File: config.mk
export PLATFORM = sky130hd
export DESIGN_NAME = pid_controller_antiwindup_core
export DESIGN_NICKNAME = d
export VERILOG_FILES = /design/src/rtl/pac_pkg.sv /design/src/rtl/pac_div.sv /design/src/rtl/pac_mac.sv /design/src/rtl/pid_controller_antiwindup_core.sv
export VERILOG_INCLUDE_DIRS = /design/src /design/src/rtl
export SDC_FILE = /design/constraint.sdc
export NUM_CORES = 2
export LEC_CHECK = 0
export ABC_AREA = 1
export BUFFER_PORTS_ARGS = -buffer_cell sky130_fd_sc_hd__clkbuf_2
export CAP_MARGIN = 30
export CORE_MARGIN = 2
export CORE_UTILIZATION = 26
export DETAILED_ROUTE_END_ITERATION = 6
export GPL_TIMING_DRIVEN = 0
export PLACE_DENSITY = 0.4
export SYNTH_ARGS = -nofsm -noshare
export SYNTH_HDL_FRONTEND = slang
export SYNTH_SLANG_ARGS = --single-unit
File: constraint.sdc
create_clock -name clock -period 17.5 [get_ports clock]
set_input_delay 1.75 -clock clock [delete_from_list [all_inputs] [get_ports clock]]
set_output_delay 1.75 -clock clock [all_outputs]
set_load 0.02 [all_outputs]
File: src/rtl/pid_controller_antiwindup_core_defines.svh
// assertion macros for the pid anti-windup core
`ifndef PID_CONTROLLER_ANTIWINDUP_CORE_DEFINES_SVH
`define PID_CONTROLLER_ANTIWINDUP_CORE_DEFINES_SVH
`ifndef SYNTHESIS
`define PAC_ASSERT_NOW(label, ante, cons) \
   label: assert property (@(posedge clock) disable iff (reset) (ante) |-> (cons)) \
      else $error("pac: same-cycle check failed");
`define PAC_ASSERT_NEXT(label, ante, cons) \
   label: assert property (@(posedge clock) disable iff (reset) (ante) |=> (cons)) \
      else $error("pac: next-cycle check failed");
`else
`define PAC_ASSERT_NOW(label, ante, cons)
`define PAC_ASSERT_NEXT(label, ante, cons)
`endif
`endif

File: src/rtl/pac_pkg.sv
// shared types, constants and helpers of the pid anti-windup core
package pac_pkg;

   localparam int ERR_W     = 24;
   localparam int GAIN_W    = 16;
   localparam int STEP_W    = 10;
   localparam int OUT_W     = 16;
   localparam int FRAC_W    = 8;
   localparam int INTEG_W   = 48;
   localparam int DIFF_W    = ERR_W + 1;
   localparam int OPA_W     = GAIN_W + 1;
   localparam int OPB_W     = ERR_W + 1;
   localparam int PROD_W    = OPA_W + OPB_W;
   localparam int ACC_W     = 64;
   localparam int PD_W      = PROD_W;
   localparam int HI_SHIFT  = INTEG_W / 2;
   localparam int CSR_IDX_W = 3;
   localparam int CSR_DAT_W = 16;

   localparam logic [STEP_W-1:0]        STEP_TIME_RESET = STEP_W'(20);
   localparam logic signed [OUT_W-1:0]  OUT_MIN_RESET   = OUT_W'(-100 * 256);
   localparam logic signed [OUT_W-1:0]  OUT_MAX_RESET   = OUT_W'(100 * 256);

   typedef enum logic [CSR_IDX_W-1:0] {
      CSR_GAIN_P    = 3'd0,
      CSR_GAIN_I    = 3'd1,
      CSR_GAIN_D    = 3'd2,
      CSR_STEP_TIME = 3'd3,
      CSR_OUT_MIN   = 3'd4,
      CSR_OUT_MAX   = 3'd5
   } csr_index_type;

   typedef enum logic [1:0] {
      MAC_HOLD,
      MAC_START,
      MAC_ADD,
      MAC_ADD_HI
   } mac_op_type;

   typedef struct packed {
      logic       mul_en;
      mac_op_type acc_op;
   } mac_ctl_type;

   typedef enum logic [3:0] {
      ST_IDLE,
      ST_DIV,
      ST_MUL_EDT,
      ST_TRIAL,
      ST_MUL_KP,
      ST_ACC_KP,
      ST_MUL_KD,
      ST_ACC_KD,
      ST_MUL_KIL,
      ST_ACC_KIL,
      ST_MUL_KIH,
      ST_ACC_KIH,
      ST_CLAMP_SUM,
      ST_CLAMP_PD,
      ST_EMIT
   } state_type;

   typedef struct packed {
      logic                    hit;
      logic signed [OUT_W-1:0] value;
   } clamp_type;

   // clamp a q.16 sum to q8.8 limits, floor otherwise
   function automatic clamp_type clamp_q16(input logic signed [ACC_W-1:0] sum,
                                           input logic signed [OUT_W-1:0] lo,
                                           input logic signed [OUT_W-1:0] hi);
      logic signed [ACC_W-1:0] lo_q16;
      logic signed [ACC_W-1:0] hi_q16;
      clamp_type               r;
      lo_q16 = {{(ACC_W-OUT_W-FRAC_W){lo[OUT_W-1]}}, lo, {FRAC_W{1'b0}}};
      hi_q16 = {{(ACC_W-OUT_W-FRAC_W){hi[OUT_W-1]}}, hi, {FRAC_W{1'b0}}};
      r.hit   = 1'b0;
      r.value = sum[OUT_W+FRAC_W-1:FRAC_W];
      if (sum < lo_q16) begin
         r.value = lo;
         r.hit   = 1'b1;
      end
      if (sum > hi_q16) begin
         r.value = hi;
         r.hit   = 1'b1;
      end
      return r;
   endfunction

endpackage

File: src/rtl/pac_div.sv
// serial restoring divider for the derivative term, one quotient bit per cycle
module pac_div (
   input  logic                                clock,
   input  logic                                reset,
   input  logic                                start,
   input  logic signed [pac_pkg::DIFF_W-1:0]   dividend,
   input  logic        [pac_pkg::STEP_W-1:0]   divisor,
   output logic                                done,
   output logic signed [pac_pkg::DIFF_W-1:0]   quotient
);
   import pac_pkg::*;

   localparam int MAG_W = DIFF_W - 1;
   localparam int CNT_W = $clog2(MAG_W);

   logic                     busy_ff, busy_in;
   logic                     done_ff, done_in;
   logic [CNT_W-1:0]         count_ff, count_in;
   logic [STEP_W:0]          rem_ff, rem_in;
   logic [MAG_W-1:0]         quo_ff, quo_in;
   logic                     neg_ff, neg_in;
   logic [STEP_W-1:0]        dsr_ff, dsr_in;
   logic signed [DIFF_W-1:0] quot_ff, quot_in;
   logic [STEP_W:0]          shifted;
   logic [STEP_W+1:0]        sub;
   logic                     ge;
   logic [MAG_W-1:0]         dividend_mag;

   always_comb begin
      dividend_mag = dividend[DIFF_W-1] ? MAG_W'(-dividend) : MAG_W'(dividend);
      shifted      = {rem_ff[STEP_W-1:0], quo_ff[MAG_W-1]};
      sub          = {1'b0, shifted} - {2'b00, dsr_ff};
      ge           = !sub[STEP_W+1];
      busy_in  = busy_ff;
      done_in  = 1'b0;
      count_in = count_ff;
      rem_in   = rem_ff;
      quo_in   = quo_ff;
      neg_in   = neg_ff;
      dsr_in   = dsr_ff;
      quot_in  = quot_ff;
      if (start) begin
         busy_in  = 1'b1;
         count_in = '0;
         rem_in   = '0;
         quo_in   = dividend_mag;
         neg_in   = dividend[DIFF_W-1];
         dsr_in   = divisor;
      end else if (busy_ff) begin
         rem_in   = ge ? sub[STEP_W:0] : shifted;
         quo_in   = {quo_ff[MAG_W-2:0], ge};
         count_in = count_ff + 1'b1;
         if (count_ff == CNT_W'(MAG_W - 1)) begin
            busy_in = 1'b0;
            done_in = 1'b1;
            if (dsr_ff == '0) begin
               quot_in = '0;
            end else if (neg_ff) begin
               quot_in = -$signed({1'b0, quo_in});
            end else begin
               quot_in = $signed({1'b0, quo_in});
            end
         end
      end
   end

   always_ff @(posedge clock) begin
      if (reset) begin
         busy_ff <= 1'b0;
         done_ff <= 1'b0;
      end else begin
         busy_ff <= busy_in;
         done_ff <= done_in;
      end
   end

   always_ff @(posedge clock) begin
      count_ff <= count_in;
      rem_ff   <= rem_in;
      quo_ff   <= quo_in;
      neg_ff   <= neg_in;
      dsr_ff   <= dsr_in;
      quot_ff  <= quot_in;
   end

   assign done     = done_ff;
   assign quotient = quot_ff;

endmodule

File: src/rtl/pac_mac.sv
// shared multiplier with registered product and 64-bit accumulator
module pac_mac (
   input  logic                               clock,
   input  pac_pkg::mac_ctl_type               ctl,
   input  logic signed [pac_pkg::OPA_W-1:0]   op_a,
   input  logic signed [pac_pkg::OPB_W-1:0]   op_b,
   input  logic signed [pac_pkg::ACC_W-1:0]   base,
   output logic signed [pac_pkg::ACC_W-1:0]   acc
);
   import pac_pkg::*;

   logic signed [PROD_W-1:0] prod_ff, prod_in;
   logic signed [ACC_W-1:0]  acc_ff, acc_in;
   logic signed [ACC_W-1:0]  prod_wide;

   always_comb begin
      prod_in   = ctl.mul_en ? op_a * op_b : prod_ff;
      prod_wide = {{(ACC_W-PROD_W){prod_ff[PROD_W-1]}}, prod_ff};
      case (ctl.acc_op)
         MAC_HOLD:   acc_in = acc_ff;
         MAC_START:  acc_in = base + prod_wide;
         MAC_ADD:    acc_in = acc_ff + prod_wide;
         MAC_ADD_HI: acc_in = acc_ff + (prod_wide <<< HI_SHIFT);
         default:    acc_in = acc_ff;
      endcase
   end

   always_ff @(posedge clock) begin
      prod_ff <= prod_in;
      acc_ff  <= acc_in;
   end

   assign acc = acc_ff;

endmodule

File: src/rtl/pid_controller_antiwindup_core.sv
// top level of the pid controller with conditional-integration anti-windup
//
//   channel  direction  handshake            payload
//   req      in         req_valid/req_ready  req_err_sample
//   rsp      out        rsp_valid/rsp_ready  rsp_drive_out, rsp_clamped, rsp_held_integral
//   csr      in         csr_valid/csr_ready  csr_index, csr_wdata
//
// a request runs through 24 quotient steps of the serial divider, one step that picks up the
// quotient, ten steps of the shared multiplier and accumulator, one or two clamp steps and
// the output load. reset clears the integral, the previous error, the gains and the state;
// it loads the default step time and limits and clears the response valid flag.
// a pending response does not block the next request; only the output load waits.
`include "pid_controller_antiwindup_core_defines.svh"
module pid_controller_antiwindup_core (
   input  logic                                   clock,
   input  logic                                   reset,
   input  logic                                   req_valid,
   output logic                                   req_ready,
   input  logic signed [pac_pkg::ERR_W-1:0]       req_err_sample,
   output logic                                   rsp_valid,
   input  logic                                   rsp_ready,
   output logic signed [pac_pkg::OUT_W-1:0]       rsp_drive_out,
   output logic                                   rsp_clamped,
   output logic                                   rsp_held_integral,
   input  logic                                   csr_valid,
   output logic                                   csr_ready,
   input  logic        [pac_pkg::CSR_IDX_W-1:0]   csr_index,
   input  logic        [pac_pkg::CSR_DAT_W-1:0]   csr_wdata
);
   import pac_pkg::*;

   state_type                state_ff, state_in;

   logic signed [GAIN_W-1:0] gain_p_ff, gain_i_ff, gain_d_ff;
   logic [STEP_W-1:0]        step_time_ff;
   logic signed [OUT_W-1:0]  out_min_ff, out_max_ff;

   logic signed [INTEG_W-1:0] integ_ff;
   logic signed [ERR_W-1:0]   last_err_ff;
   logic signed [ERR_W-1:0]   err_ff;
   logic signed [DIFF_W-1:0]  deriv_ff;
   logic signed [INTEG_W-1:0] trial_ff;
   logic signed [PD_W-1:0]    pd_ff;
   logic                      hit_ff, hold_ff;
   logic signed [OUT_W-1:0]   res_ff;

   logic                      rsp_valid_ff;
   logic signed [OUT_W-1:0]   rsp_drive_ff;
   logic                      rsp_clamped_ff, rsp_held_ff;

   logic                      req_fire, emit_fire;
   logic signed [DIFF_W-1:0]  diff;
   logic                      div_done;
   logic signed [DIFF_W-1:0]  div_quotient;

   mac_ctl_type               mac_ctl;
   logic signed [OPA_W-1:0]   mac_a;
   logic signed [OPB_W-1:0]   mac_b;
   logic signed [ACC_W-1:0]   mac_base;
   logic signed [ACC_W-1:0]   mac_acc;

   logic signed [INTEG_W-1:0] trial_sat;
   logic signed [ACC_W-1:0]   clamp_in;
   clamp_type                 clamp_res;
   logic                      hold_now;
   logic                      drive_in_limits;

   function automatic logic same_sign(input logic signed [ERR_W-1:0] e,
                                      input logic signed [ACC_W-1:0] s);
      logic e_zero;
      logic s_zero;
      e_zero = (e == '0);
      s_zero = (s == '0);
      return (e_zero && s_zero) ||
             (!e_zero && !s_zero && (e[ERR_W-1] == s[ACC_W-1]));
   endfunction

   assign req_ready = (state_ff == ST_IDLE);
   assign req_fire  = req_valid && req_ready;
   assign emit_fire = (state_ff == ST_EMIT) && (!rsp_valid_ff || rsp_ready);
   assign csr_ready = 1'b1;
   assign diff      = {req_err_sample[ERR_W-1], req_err_sample} -
                      {last_err_ff[ERR_W-1], last_err_ff};

   pac_div u_div (
      .clock    (clock),
      .reset    (reset),
      .start    (req_fire),
      .dividend (diff),
      .divisor  (step_time_ff),
      .done     (div_done),
      .quotient (div_quotient)
   );

   pac_mac u_mac (
      .clock (clock),
      .ctl   (mac_ctl),
      .op_a  (mac_a),
      .op_b  (mac_b),
      .base  (mac_base),
      .acc   (mac_acc)
   );

   always_comb begin
      // trial integral saturates to the 48-bit range
      if (mac_acc[ACC_W-1:INTEG_W-1] == '0 || mac_acc[ACC_W-1:INTEG_W-1] == '1) begin
         trial_sat = mac_acc[INTEG_W-1:0];
      end else if (mac_acc[ACC_W-1]) begin
         trial_sat = {1'b1, {(INTEG_W-1){1'b0}}};
      end else begin
         trial_sat = {1'b0, {(INTEG_W-1){1'b1}}};
      end
      clamp_in  = (state_ff == ST_CLAMP_PD) ?
                  {{(ACC_W-PD_W){pd_ff[PD_W-1]}}, pd_ff} : mac_acc;
      clamp_res = clamp_q16(clamp_in, out_min_ff, out_max_ff);
      hold_now  = clamp_res.hit && same_sign(err_ff, mac_acc);
   end

   always_ff @(posedge clock) begin
      if (reset) begin
         state_ff <= ST_IDLE;
      end else begin
         state_ff <= state_in;
      end
   end

   always_comb begin
      state_in = state_ff;
      mac_ctl  = '{mul_en: 1'b0, acc_op: MAC_HOLD};
      mac_a    = '0;
      mac_b    = '0;
      mac_base = '0;
      case (state_ff)
         ST_IDLE: begin
            if (req_fire) state_in = ST_DIV;
         end
         ST_DIV: begin
            if (div_done) state_in = ST_MUL_EDT;
         end
         ST_MUL_EDT: begin
            mac_ctl.mul_en = 1'b1;
            mac_a    = {{(OPA_W-STEP_W){1'b0}}, step_time_ff};
            mac_b    = {err_ff[ERR_W-1], err_ff};
            state_in = ST_TRIAL;
         end
         ST_TRIAL: begin
            mac_ctl.acc_op = MAC_START;
            mac_base = {{(ACC_W-INTEG_W){integ_ff[INTEG_W-1]}}, integ_ff};
            state_in = ST_MUL_KP;
         end
         ST_MUL_KP: begin
            mac_ctl.mul_en = 1'b1;
            mac_a    = {gain_p_ff[GAIN_W-1], gain_p_ff};
            mac_b    = {err_ff[ERR_W-1], err_ff};
            state_in = ST_ACC_KP;
         end
         ST_ACC_KP: begin
            mac_ctl.acc_op = MAC_START;
            state_in = ST_MUL_KD;
         end
         ST_MUL_KD: begin
            mac_ctl.mul_en = 1'b1;
            mac_a    = {gain_d_ff[GAIN_W-1], gain_d_ff};
            mac_b    = deriv_ff;
            state_in = ST_ACC_KD;
         end
         ST_ACC_KD: begin
            mac_ctl.acc_op = MAC_ADD;
            state_in = ST_MUL_KIL;
         end
         ST_MUL_KIL: begin
            mac_ctl.mul_en = 1'b1;
            mac_a    = {gain_i_ff[GAIN_W-1], gain_i_ff};
            mac_b    = {1'b0, trial_ff[HI_SHIFT-1:0]};
            state_in = ST_ACC_KIL;
         end
         ST_ACC_KIL: begin
            mac_ctl.acc_op = MAC_ADD;
            state_in = ST_MUL_KIH;
         end
         ST_MUL_KIH: begin
            mac_ctl.mul_en = 1'b1;
            mac_a    = {gain_i_ff[GAIN_W-1], gain_i_ff};
            mac_b    = {{(OPB_W-(INTEG_W-HI_SHIFT)){trial_ff[INTEG_W-1]}},
                        trial_ff[INTEG_W-1:HI_SHIFT]};
            state_in = ST_ACC_KIH;
         end
         ST_ACC_KIH: begin
            mac_ctl.acc_op = MAC_ADD_HI;
            state_in = ST_CLAMP_SUM;
         end
         ST_CLAMP_SUM: begin
            state_in = hold_now ? ST_CLAMP_PD : ST_EMIT;
         end
         ST_CLAMP_PD: begin
            state_in = ST_EMIT;
         end
         ST_EMIT: begin
            if (emit_fire) state_in = ST_IDLE;
         end
         default: state_in = ST_IDLE;
      endcase
   end

   // configuration registers
   always_ff @(posedge clock) begin
      if (reset) begin
         gain_p_ff    <= '0;
         gain_i_ff    <= '0;
         gain_d_ff    <= '0;
         step_time_ff <= STEP_TIME_RESET;
         out_min_ff   <= OUT_MIN_RESET;
         out_max_ff   <= OUT_MAX_RESET;
      end else if (csr_valid && csr_ready) begin
         case (csr_index)
            CSR_GAIN_P:    gain_p_ff    <= csr_wdata;
            CSR_GAIN_I:    gain_i_ff    <= csr_wdata;
            CSR_GAIN_D:    gain_d_ff    <= csr_wdata;
            CSR_STEP_TIME: step_time_ff <= csr_wdata[STEP_W-1:0];
            CSR_OUT_MIN:   out_min_ff   <= csr_wdata;
            CSR_OUT_MAX:   out_max_ff   <= csr_wdata;
            default: ;
         endcase
      end
   end

   // controller state
   always_ff @(posedge clock) begin
      if (reset) begin
         integ_ff    <= '0;
         last_err_ff <= '0;
      end else if (state_ff == ST_CLAMP_SUM) begin
         last_err_ff <= err_ff;
         if (!hold_now) integ_ff <= trial_ff;
      end
   end

   // working registers
   always_ff @(posedge clock) begin
      if (req_fire) err_ff <= req_err_sample;
      if (state_ff == ST_DIV && div_done) deriv_ff <= div_quotient;
      if (state_ff == ST_MUL_KP) trial_ff <= trial_sat;
      if (state_ff == ST_MUL_KIL) pd_ff <= mac_acc[PD_W-1:0];
      if (state_ff == ST_CLAMP_SUM) begin
         hit_ff  <= clamp_res.hit;
         hold_ff <= hold_now;
         res_ff  <= clamp_res.value;
      end
      if (state_ff == ST_CLAMP_PD) res_ff <= clamp_res.value;
   end

   // output stage
   always_ff @(posedge clock) begin
      if (reset) begin
         rsp_valid_ff <= 1'b0;
      end else if (emit_fire) begin
         rsp_valid_ff <= 1'b1;
      end else if (rsp_ready) begin
         rsp_valid_ff <= 1'b0;
      end
   end

   always_ff @(posedge clock) begin
      if (emit_fire) begin
         rsp_drive_ff   <= res_ff;
         rsp_clamped_ff <= hit_ff;
         rsp_held_ff    <= hold_ff;
      end
   end

   assign rsp_valid         = rsp_valid_ff;
   assign rsp_drive_out     = rsp_drive_ff;
   assign rsp_clamped       = rsp_clamped_ff;
   assign rsp_held_integral = rsp_held_ff;

   assign drive_in_limits = (rsp_drive_out >= out_min_ff) && (rsp_drive_out <= out_max_ff);

   `PAC_ASSERT_NEXT(a_busy_after_req, req_valid && req_ready, !req_ready)
   `PAC_ASSERT_NOW(a_div_done_in_wait, div_done, state_ff == ST_DIV)
   `PAC_ASSERT_NOW(a_hold_needs_clamp, rsp_valid && rsp_held_integral, rsp_clamped)
   `PAC_ASSERT_NOW(a_free_within_limits, rsp_valid && !rsp_clamped, drive_in_limits)

endmodule

After elaboration in Yosys (flattened, before gate mapping)

Cells that the tools add are included.

Output and inout bits: 21
Bits in registers: 525
Input bits: 48

$mul: 1
Reduce and logical (&&, ||, !) cells: 40
Order comparisons: 2
Bitwise gates (word level): 4
Mux-type cells: 29
Eq/ne operators: 28
Add/sub/neg operators: 8

Operators by type and width:

| kind                 | count |
|---|---|
| $pmux 64 s3          | 1 |
| $add 64x42->64       | 2 |
| $mux 64              | 2 |
| $pmux 25 s4          | 1 |
| $mux 24              | 4 |
| $mux 48              | 2 |
| $pmux 17 s4          | 1 |
| $add 64x64->64       | 1 |
| $gt 64x24->1         | 1 |
| $logic_not 64->1     | 1 |
| $lt 64x24->1         | 1 |
| $pmux 4 s15          | 1 |
| $mul 17x25->42       | 1 |
| $mux 17              | 2 |
| $mux 16              | 2 |
| $eq 4x4->1 const B   | 7 |
| $neg 24->25          | 1 |
| $sub 24x24->25       | 1 |
| $logic_not 24->1     | 1 |
| $neg 24->24          | 1 |
| $eq 17x17->1 const B | 1 |
| $logic_not 17->1     | 1 |
| $eq 4x3->1 const B   | 4 |
| $reduce_and 2->1     | 7 |
| 31 further kinds     | 65 |

Depth between registers and ports, before layout

Depth in word-level cells: 8
Mapped depth: 40
Gate-level depth less buffers: 39

Modules after synthesis

A second synthesis with hierarchy kept.

Cells, all modules: 7086
Area total of the unflattened synthesis: 52215.1 µm²

By module, submodules not included:

| module                         | sequential area each (µm²) | cells an instance | instances | area each (µm²) |
|---|---|---|---|---|
| pac_mac                        | 3183.1                     | 4327              | 1         | 29545.8 |
| pid_controller_antiwindup_core | 8598.2                     | 2153              | 1         | 17923.4 |
| pac_div                        | 2142.1                     | 606               | 1         | 4745.8 |

Least setup slack after synthesis

Ideal clock, no wire load.

Path type: register to register
Start point: register state_ff[3]
End point: register u_mac.prod_ff[35], data pin
Clock period less this slack: 8.035 ns
Cell stages (with the launch flop): 34
Path buffers: 1
Data required time: 17.242 ns
Arrival time: 7.777 ns
Setup time: 0.258 ns
Path slack: 9.465 ns
Cell sequence: dfxtp_1 -> inv_1 -> nor2_1 -> inv_1 -> nor2_1 -> clkbuf_1 -> nand2_1 -> nand4_2 -> clkinv_1 -> nor2_1 -> fa_1 -> inv_1 -> fa_1 -> fa_1 -> inv_1 -> fa_1 -> fa_1 -> inv_1 -> fa_1 -> inv_1 -> ha_1 -> a21oi_1 -> inv_1 -> a31oi_1 -> o21ai_0 -> o21bai_1 -> a21oi_1 -> inv_1 -> nand2_1 -> nand2_1 -> a21oi_1 -> inv_1 -> a21oi_1 -> xnor2_1

Word-level cells in the longest chain between the ends: 4

RTL lines:

| element                                    | line                                  | RTL |
|---|---|---|
| start: declaration                         | pid_controller_antiwindup_core.sv:32  | `state_type state_ff, state_in;` |
| start signal: assignment                   | pid_controller_antiwindup_core.sv:123 | `state_ff <= state_in;` |
| $eq 4x4->1 (tied with other cells)         | pid_controller_antiwindup_core.sv:133 | `case (state_ff)` |
| $reduce_or 2->1 (no source line)           | -                                     |  |
| $pmux 17 s4 or $pmux 25 s4 (tied branches) | pid_controller_antiwindup_core.sv:133 |  |
| $mul 17x25->42 *                           | pac_mac.sv:17                         | `prod_in = ctl.mul_en ? op_a * op_b : prod_ff;` |
| end signal: assignment                     | pac_mac.sv:29                         | `prod_ff <= prod_in;` |
| end: declaration                           | pac_mac.sv:12                         | `logic signed [PROD_W-1:0] prod_ff, prod_in;` |

Every way passes the cells marked *; elsewhere a longest branch is shown, timed or not.
A chain may end at the register's enable or synchronous reset.

Worst setup path after layout

Start point: register state_ff[2]
End point: register u_mac.prod_ff[36], data pin

Same word-level chain as after synthesis.

==> reports/results.txt <==
remaining global-route overflow: 0
Hold Path Class: reg2reg
Worst path max stage delay: 0.77 ns
Setup CP Type: reg2reg
design area: 0.0533 mm²
CP startpoint kind: register
multi-input logic area: 0.0290 mm²
outcome: complete, no violations
fin. max-slew vios: 0
DP HPWL: 169000 µm
period utilisation layout: 56.0%
Num CTS Buffers: 59
DRC viols: 0
io pins: 69
H-tree levels: 2
final WL: 200000 µm
Vias/cell: 4.89
arrival time of the worst setup path: 10.17 ns
Ys Warns: 0
top_reg_cell synth: edfxtp_1
Crit-path slowest cell: buf_4
pwr dens: 70.6 mW/mm²
Hold EP: deriv_ff[5]
Slew @ Worst Pin: 1.04 ns
reg2reg path depth: 29
Max FO, Critical Path: 57
initial antenna violation count: 17
Post-Synth Adder-Cell Area: 27.0%
starting DRC count in detailed routing: 3166
worst-case clock buffer depth: 3
worst vdd ir: 0.0000724 V
total negative slack: 0 ns
Die X: 432 µm
GPL Wtd Cong: 0.946
total iterations of the first detailed-routing run: 6
RSZ-0062 raised after global routing: no
Post-synth EDFFs: 341
reg2reg end: u_mac.prod_ff[36]
most common cell after layout, fill and taps aside: inv_1
fmax: 102 MHz
minimum clock period: 9.81 ns
clock skew: 0.0332 ns
Slew headroom: 30.7%
Async SR Flop Fraction: 0%
leakage power: 0.0239 µW
row count: 156
sequential area share after synthesis: 29.3%
area grow syn2layout: 12.2%
Synth Area per Inst: 8.05 µm²
Post-CTS Setup Inserts: 0
Worst setup EP type: register
vias post-DR: 41.4k
Worst R2R Setup Slack: 7.69 ns
XOR/XNOR share of the synthesized area: 1.92%
max cap viols: 0
HP Start: u_div.quotient[5]
Nets: 6884
post_cts resized: 0
CP Data Required Time: 17.86 ns
die area: 0.186 mm²
clock root cell: clkbuf_16
synthesized flop and latch total: 525
DRT antenna net count: 0
Compound-Gate Fraction of Synth Area: 14.5%
CTS Sinks: 525
CTS Hold Bufs: 0
Netlist cell types: 65
Tot Pwr: 3760 µW
WHS Path Cells: 0
post-synthesis mux area share: 0%
register area: 0.0139 mm²
Synth Area in Simple Gates: 17.4%
first-pass GRT wire length: 290000 µm
drt wl/cell: 23.5 µm
initial core utilization: 26.2%
Synthesized Nets: 6725
I/O Buffers: 66
Final Setup Violations: 0
most frequent cells in the layout: inv_1 (1029), nand2_1 (840), nor2_1 (801)
gr usage total: 21.2%
Die Ht: 432 µm
Fill cells: 19.8k
vias in the first global route: 42.0k
r2r startpoint: state_ff[2]
pin count of the biggest net entering global routing: 58
layout cells sized above 1: 4.79%
clock-pin transition on the worst setup and hold timing paths: 0.07 ns
Cells after Synth: 5903
main combinational cell family by area after synthesis: adder cells
CTS tree: yes
core region area: 0.181 mm²
later-pin clock latency in the skew report: 0.66 ns
post-synthesis cell area: 0.0475 mm²
DP Area: 0.0513 mm²
Hold Vio Cnt, Final: 0
==> state kept, by name, summed over array words and instances, names as in the netlist, 16 cells and up <==
signal and cells:
deriv_ff 25, err_ff 24, gain_d_ff 16, gain_i_ff 16
gain_p_ff 16, integ_ff 48, last_err_ff 24, out_max_ff 16
out_min_ff 16, pd_ff 42, res_ff 16, rsp_drive_out 16
trial_ff 48, u_div.quo_ff 24, u_div.quotient 25, u_mac.acc 64
u_mac.prod_ff 42
==> cell families (layout without fill, tap and decap cells) <==
group           after synthesis  in the layout
compound gates             1256           1256
simple gates               2014           2014
xor+xnor                    104            104
buf+inv                    1229           1438
other cells                   1              3
fa+ha+maj                   774            774
flops                       525            525
==> where the power goes <==
part	internal, µW	total (µW)	switching (µW)
Sequential	1440	1560	115
Combinational	254	905	650
Clock	742	1300	560
==> Yosys cell counts (9+ instances only) <==
library cell  instances  area, µm²
a21o_1               24        180
a21oi_1             438       2190
a22o_1               31        272
a31oi_1              54        338
buf_1                10       37.5
buf_2                20        100
clkbuf_1            138        518
clkinv_1             12       45.0
dfxtp_1             184       3680
edfxtp_1            341      10200
fa_1                421       8430
ha_1                353       4420
inv_1              1032       3870
inv_2                 9       33.8
nand2_1             841       3160
nand3_1             163        816
nand4_1              54        338
nor2_1              805       3020
nor2_2               12       75.1
nor3_1               61        305
nor4_1               26        163
o211ai_1             20        150
o21a_1               20        150
o21ai_0             560       2800
o21ai_1              18       90.1
o21bai_1             17        128
o22ai_1              29        181
or2_2                15       93.8
xnor2_1              36        315
xor2_1               68        596
==> layout make-up <==
class,count,share of cell area (%)
antenna,2,0.00939
buffer,175,1.39
clock buffer,93,3.41
clock inverter,18,0.296
inverter,1054,7.42
multi-input combinational,4149,54.4
sequential,525,26.1
tap,2370,5.56
timing repair buffer,98,1.43
==> worst max-delay path by stage <==
stage / start / endpoint / cells past startpoint
floorplan: state_ff[3] / u_mac.prod_ff[35] / 33
global placement: state_ff[3] / u_mac.prod_ff[41] / 29
detailed placement: state_ff[2] / u_mac.prod_ff[36] / 29
CTS: state_ff[2] / u_mac.prod_ff[36] / 29
global route: state_ff[2] / u_mac.prod_ff[35] / 32
finish: state_ff[2] / u_mac.prod_ff[36] / 29
==> routing by layer <==
| metal | global-route usage (%) | part of all wire [%] | up-vias |
|---|---|---|---|
| met3 | 2.11 | 4.5 | 278 |
| met4 | 7.34 | 3.9 | 26 |
| met1 | 28.3 | 45 | 20500 |
| li1 | - | - | 19500 |
| met2 | 35.8 | 47 | 1111 |
| met5 | 0 | 0.079 | - |
==> worst max-delay path, delay by kind of cell, from the launching register on <==
family                     cells  cell delay [ns]
AOI/OAI and AO/OA              5             1.40
buffers and inverters          7             2.14
xor gates and xnor gates       1             0.16
adders and majority gates      7             3.58
DFF                            1             0.41
and+or+nand+nor                9             1.78
==> through the flow <==
| step | hold WS, ns | setup WS, ns | instances | utilization (%) |
|---|---|---|---|---|
| 2_1_floorplan | 0.400 | 9.46 | 5903 | - |
| 3_3_place_gp | 0.402 | 6.07 | 8339 | 28.1 |
| 3_5_place_dp | 0.405 | 7.69 | 8370 | 28.3 |
| 4_1_cts | 0.407 | 7.65 | 8481 | 29.4 |
| 5_1_grt | 0.428 | 7.34 | 8484 | 29.4 |
| 6_report | 0.412 | 7.69 | 8484 | 29.4 |
(Power assumes the default switching activity.)
